===== src/sv/otbm_pkg.sv =====
`default_nettype none
// ----------------------------------------------------------------------------
// otbm_pkg
// Types, opcodes and the slot operation shared by the byte mapper and its cells.
// ----------------------------------------------------------------------------
package otbm_pkg;

    localparam logic [2:0] OPC_ADD    = 3'd0;
    localparam logic [2:0] OPC_AND    = 3'd1;
    localparam logic [2:0] OPC_XOR    = 3'd2;
    localparam logic [2:0] OPC_SHL    = 3'd3;
    localparam logic [2:0] OPC_SHR    = 3'd4;
    localparam logic [2:0] OPC_ASSIGN = 3'd5;

    localparam logic [7:0] SKIP_MASK  = 8'hE0;

    localparam logic FUNC_WRITE = 1'b0;
    localparam logic FUNC_MAP   = 1'b1;

    typedef struct packed {
        logic       func;
        logic [7:0] node_index;
        logic [1:0] slot_index;
        logic [2:0] op_code;
        logic [7:0] op_value;
        logic [7:0] data_byte;
    } t_in;

    typedef struct packed {
        logic [7:0] mapped_byte;
        logic       walk_error;
    } t_out;

    typedef struct packed {
        logic [2:0] opc;
        logic [7:0] val;
    } t_entry;

    typedef struct packed {
        logic       en;
        t_entry     data;
    } t_wr;

    typedef struct packed {
        logic       vld;
        logic [7:0] x;
    } t_link;

    function automatic logic [7:0] otbm_apply(input logic [7:0] x, input t_entry e);
        logic [7:0] r;
        begin
            unique case (e.opc)
                OPC_ADD:    r = x + e.val;
                OPC_AND:    r = x & e.val;
                OPC_XOR:    r = x ^ e.val;
                OPC_SHL:    r = (e.val[7:3] != 5'd0) ? 8'd0 : (x << e.val[2:0]);
                OPC_SHR:    r = (e.val[7:3] != 5'd0) ? 8'd0 : (x >> e.val[2:0]);
                OPC_ASSIGN: r = e.val;
                default:    r = x;
            endcase
            return r;
        end
    endfunction

endpackage
`default_nettype wire


===== src/sv/otbm_cell.sv =====
`default_nettype none
// ----------------------------------------------------------------------------
// otbm_cell
// One slot column of the node table; applies its slot to the passing byte.
// ----------------------------------------------------------------------------
module otbm_cell #(
    parameter int NODES = 256
) (
    input  logic                       i_clk,
    input  logic                       i_rst_n,
    input  otbm_pkg::t_wr              i_wr,
    input  logic [$clog2(NODES)-1:0]   i_waddr,
    input  logic [$clog2(NODES)-1:0]   i_raddr,
    input  otbm_pkg::t_link            i_link,
    output otbm_pkg::t_link            o_link,
    output otbm_pkg::t_entry           o_entry
);
    import otbm_pkg::*;

    t_entry     r_mem [NODES];
    t_entry     r_rd;
    logic       r_vld;
    logic [7:0] r_x;

    always_ff @(posedge i_clk) begin
        if (i_wr.en) begin
            r_mem[i_waddr] <= i_wr.data;
        end
        r_rd <= r_mem[i_raddr];
    end

    always_ff @(posedge i_clk) begin
        if (!i_rst_n) begin
            r_vld <= 1'b0;
        end else begin
            r_vld <= i_link.vld;
        end
    end

    always_ff @(posedge i_clk) begin
        r_x <= otbm_apply(i_link.x, r_rd);
    end

    assign o_link  = '{vld: r_vld, x: r_x};
    assign o_entry = r_rd;

endmodule
`default_nettype wire


===== config.mk =====
export PLATFORM = sky130hd
export DESIGN_NAME = otbm_cell
export DESIGN_NICKNAME = d
export VERILOG_FILES = /design/src/sv/otbm_pkg.sv /design/src/sv/otbm_cell.sv
export SDC_FILE = /design/constraint.sdc
export NUM_CORES = 2
export LEC_CHECK = 0
export ABC_CLOCK_PERIOD_IN_PS = 3500
export BUFFER_PORTS_ARGS = -buffer_cell sky130_fd_sc_hd__buf_2
export CORE_AREA = 2 2 423 425
export DETAILED_ROUTE_END_ITERATION = 8
export DIE_AREA = 0 0 425 427
export PLACE_DENSITY = 0.78
export SKIP_LAST_GASP = 1
export SLEW_MARGIN = 20
export SYNTH_ARGS = -nofsm -noshare
export SYNTH_HDL_FRONTEND = slang
export SYNTH_SLANG_ARGS = --single-unit

===== constraint.sdc =====
create_clock -name i_clk -period 3.5 [get_ports i_clk]
set_input_delay 0.7 -clock i_clk [delete_from_list [all_inputs] [get_ports i_clk]]
set_output_delay 0.7 -clock i_clk [all_outputs]
set_load 0.05 [all_outputs]

==> results by group <==
Finish
  • Fin cells: 8216
  • Final #Nets: 5700
  • Most common cell after layout, fill and taps aside: edfxtp_1
  • Design area: 125000 sq um
  • Synthesis-to-layout area growth: 14.4%
  • Most frequent cells in the layout: edfxtp_1, mux4_2, buf_4, clkbuf_16, nor2_1
  • Layout cells sized above 1: 29.1%

Synth
  • Net Count, Synth: 5091
  • Synth Flop Type: edfxtp_1
  • Post-synthesis async set-or-reset flop share: 0%
  • Synth cell types: 65
  • Number of synthesized flops with an enable pin: 2816
  • Register area share after synthesis: 77.8%
  • Post-synthesis register bit count: 2836
  • Synth Cell Area: 109000 sq um
  • Mapped Cells: 5042
  • Ys Warns: 0
  • Average cell area after synthesis: 21.7 sq um

Pwr
  • Comb pwr share: 5.5%
  • Switching power: 15000 uW
  • Sequential share of power: 53.0%
  • Power per cell area: 567 nW/um^2
  • Clock power frac: 41.5%
  • Int Power: 55900 uW
  • Sw Ratio: 21.2%
  • Max VDD drop: 384 uV
  • Leakage: 0.0400 uW

Placed design
  • Final GP Congestion: 0.925
  • Placed inst area: 116000 sq um
  • DP Worst Slack: -193 ps
  • PortBufs: 58
  • Dpl cells: 7715
  • Final HPWL DP: 167000 um

Setup path
  • Kind of critical path: register to output pin
  • Critical Path Slowest Stage Cell: dfxtp_1
  • Type of destination of the critical path: output pin
  • Critical-path cell list: buf_2
  • Req. time, crit path: 2800 ps
  • CP max stage delay: 1050 ps
  • CP Data Arrival Time: 2410 ps
  • Delay-heaviest family, CP: flip-flops
  • Critical Path Start Type: register
  • Worst Path Buf+Inv: 1
  • Crit-path max FO: 19

Clock tree
  • Clock root buffer: clkbuf_16
  • CTS max path bufs: 4
  • CTS tree: yes
  • H-Tree Depth: 5
  • CTS buffer count: 287
  • Post-cts sizing count: 0
  • Clk_lat worst skew: 920 ps
  • Clock-pin slew on the worst setup and hold paths: 60 ps
  • Clock Sink Count: 2836

STA
  • Pins Over Slew Limit: 0
  • Worst-Margin Slew: 1180 ps
  • Tcrit/Tclk final: 89.0%
  • F_max: 321 MHz
  • Worst rel slew slack: 21.5%
  • Unrepaired setup endpoints after global routing: no
  • Finish-stage setup viols: 0
  • Clock Skews: 50.4 ps
  • Fin Setup TNS: 0 ps
  • Hold Vio Cnt, Final: 0
  • Min Tclk post-route: 3110 ps
  • Final WS setup: 385 ps

Drt
  • DRC: 0
  • Met3 WL post-DR: 34700 um
  • WL met1: 96500 um
  • Post-Route WL: 284000 um
  • Top layer in use: met5
  • Met2 WL post-DR: 139000 um
  • Iteration-0 DRC Markers: 9308
  • DR vias: 57.9k
  • DRT Pass-1 Iters: 9
  • Routed Antenna Nets: 0
  • Routed length per placed instance: 34.5 um
  • Vias per Instance: 7.05

Floorplan
  • Die area: 181000 sq um
  • Site Rows: 155
  • Core ar.: 177000 sq um
  • Initial Util: 61.6%
  • Io pins: 59
  • Die W: 425 um
  • Die Ht: 427 um

Global route
  • Total Routing Usage GR: 31.4%
  • Largest net degree at the start of global routing: 128
  • Vias in the first global route: 57.7k
  • Initial antenna violation count: 19
  • Global-route wire length before repair: 406000 um
  • Grt total ovfl: 0

Run
  • Max Cap Viol: 0

Status
  • Status: completed

Hold path
  • Hold crit path type: input pin to register
-- stage by stage --
step / hold WS [ps] / power, uW / utilization [%]
final: 137 / 70900 / 70.5
after global routing: 128 / 72500 / 70.5
after CTS: 81.4 / 71100 / 70.5
after detailed placement: 792 / 42100 / 65.5
after global placement: 771 / 42000 / 65.5
after floorplan: 799 / 40400 / -
-- synth_stat cells, drive strengths merged, types with 2 or more instances --
| cell type | count | area, sq um |
|---|---|---|
| a211oi | 62 | 465 |
| ha | 9 | 113 |
| nand4 | 10 | 62.6 |
| dfxtp | 20 | 400 |
| clkbuf | 135 | 507 |
| nand2b | 5 | 31.3 |
| or3b | 3 | 26.3 |
| or4b | 2 | 20.0 |
| nor4 | 21 | 131 |
| a22oi | 165 | 1250 |
| a221oi | 7 | 61.3 |
| a221o | 4 | 40.0 |
| a21oi | 52 | 260 |
| nand3b | 3 | 38.8 |
| o211ai | 14 | 105 |
| o22ai | 156 | 976 |
| o21ai | 11 | 55.1 |
| mux2 | 3 | 33.8 |
| or2 | 31 | 194 |
| a31oi | 25 | 156 |
| mux4 | 658 | 14800 |
| nand3 | 45 | 238 |
| buf | 167 | 1150 |
| mux2i | 150 | 1500 |
| nand4bb | 3 | 33.8 |
| a21o | 7 | 52.6 |
| nand2 | 85 | 319 |
| nor2 | 281 | 1060 |
| edfxtp | 2816 | 84600 |
| or4 | 3 | 22.5 |
| inv | 6 | 22.5 |
| o32a | 2 | 20.0 |
| nor2b | 15 | 93.8 |
| o21a | 2 | 15.0 |
| nor3 | 37 | 185 |
| a22o | 7 | 61.3 |
| o221ai | 2 | 17.5 |
| and2 | 3 | 18.8 |
-- power groups by stage --
stage          clock network (uW)  registers, uW  logic, uW
2_1_floorplan                   0          38400       1950
3_3_place_gp                    0          38300       3740
3_5_place_dp                    0          38300       3820
4_1_cts                     29600          37600       3880
5_1_grt                     30800          37600       4090
6_report                    29400          37600       3920
-- layout make-up --
type / count / area, sq um
flip-flops and latches: 2836 / 85000
fillers: 9742 / 52200
multi-input cells: 1898 / 22700
clock buffers: 364 / 7770
repair buffers: 622 / 5500
well taps: 2355 / 2950
clock inverters: 125 / 1090
diodes: 10 / 25.0
inverters: 6 / 22.5
-- sequential cells by signal, indices dropped and copies added (netlist names) --
signal and cells:
o_entry 11, r_x 8, r_vld 1, r_mem 2816
-- tightest hold or removal path, stage by stage --
cell and delay (ps):
buf_2 160, nor2_1 110, a21oi_1 40
-- worst paths after layout --
| check | to | slack (ps) | cells past startpoint | startpoint |
|---|---|---|---|---|
| worst max-delay path | o_entry[1] | 390 | 1 | o_entry[1]$_DFF_P_ |
| worst min-delay path | r_x[7]$_DFF_P_ | 140 | 3 | i_link[7] |
| worst max register to register | o_entry[0]$_DFF_P_ | 690 | 7 | r_mem[181][0]$_DFFE_PP_ |
| worst min register to register | r_x[1]$_DFF_P_ | 840 | 3 | o_entry[9]$_DFF_P_ |
-- cell families after synthesis --
group / share of synthesized area [%]
AND/OR/NAND/NOR: 2.29
AO/OA/AOI/OAI: 3.31
multiplexers: 15.0
flip-flops: 77.8
adder cells (fa/ha/maj): 0.121
XOR/XNOR: 0.00802
buffers and inverters: 1.54
-- per-layer routing --
metal	global-route usage, %	vias up
met5	0	-
met4	14.1	14
met3	7.33	748
met2	50.3	4629
met1	41.8	30000
li1	-	22500
-- what timing repair did --
item,4_1_cts,5_1_grt
setup buffers,0,0
hold endpoints to repair,1,0
hold buffers,2,0
No activity file was read; power rests on OpenSTA's default activity.
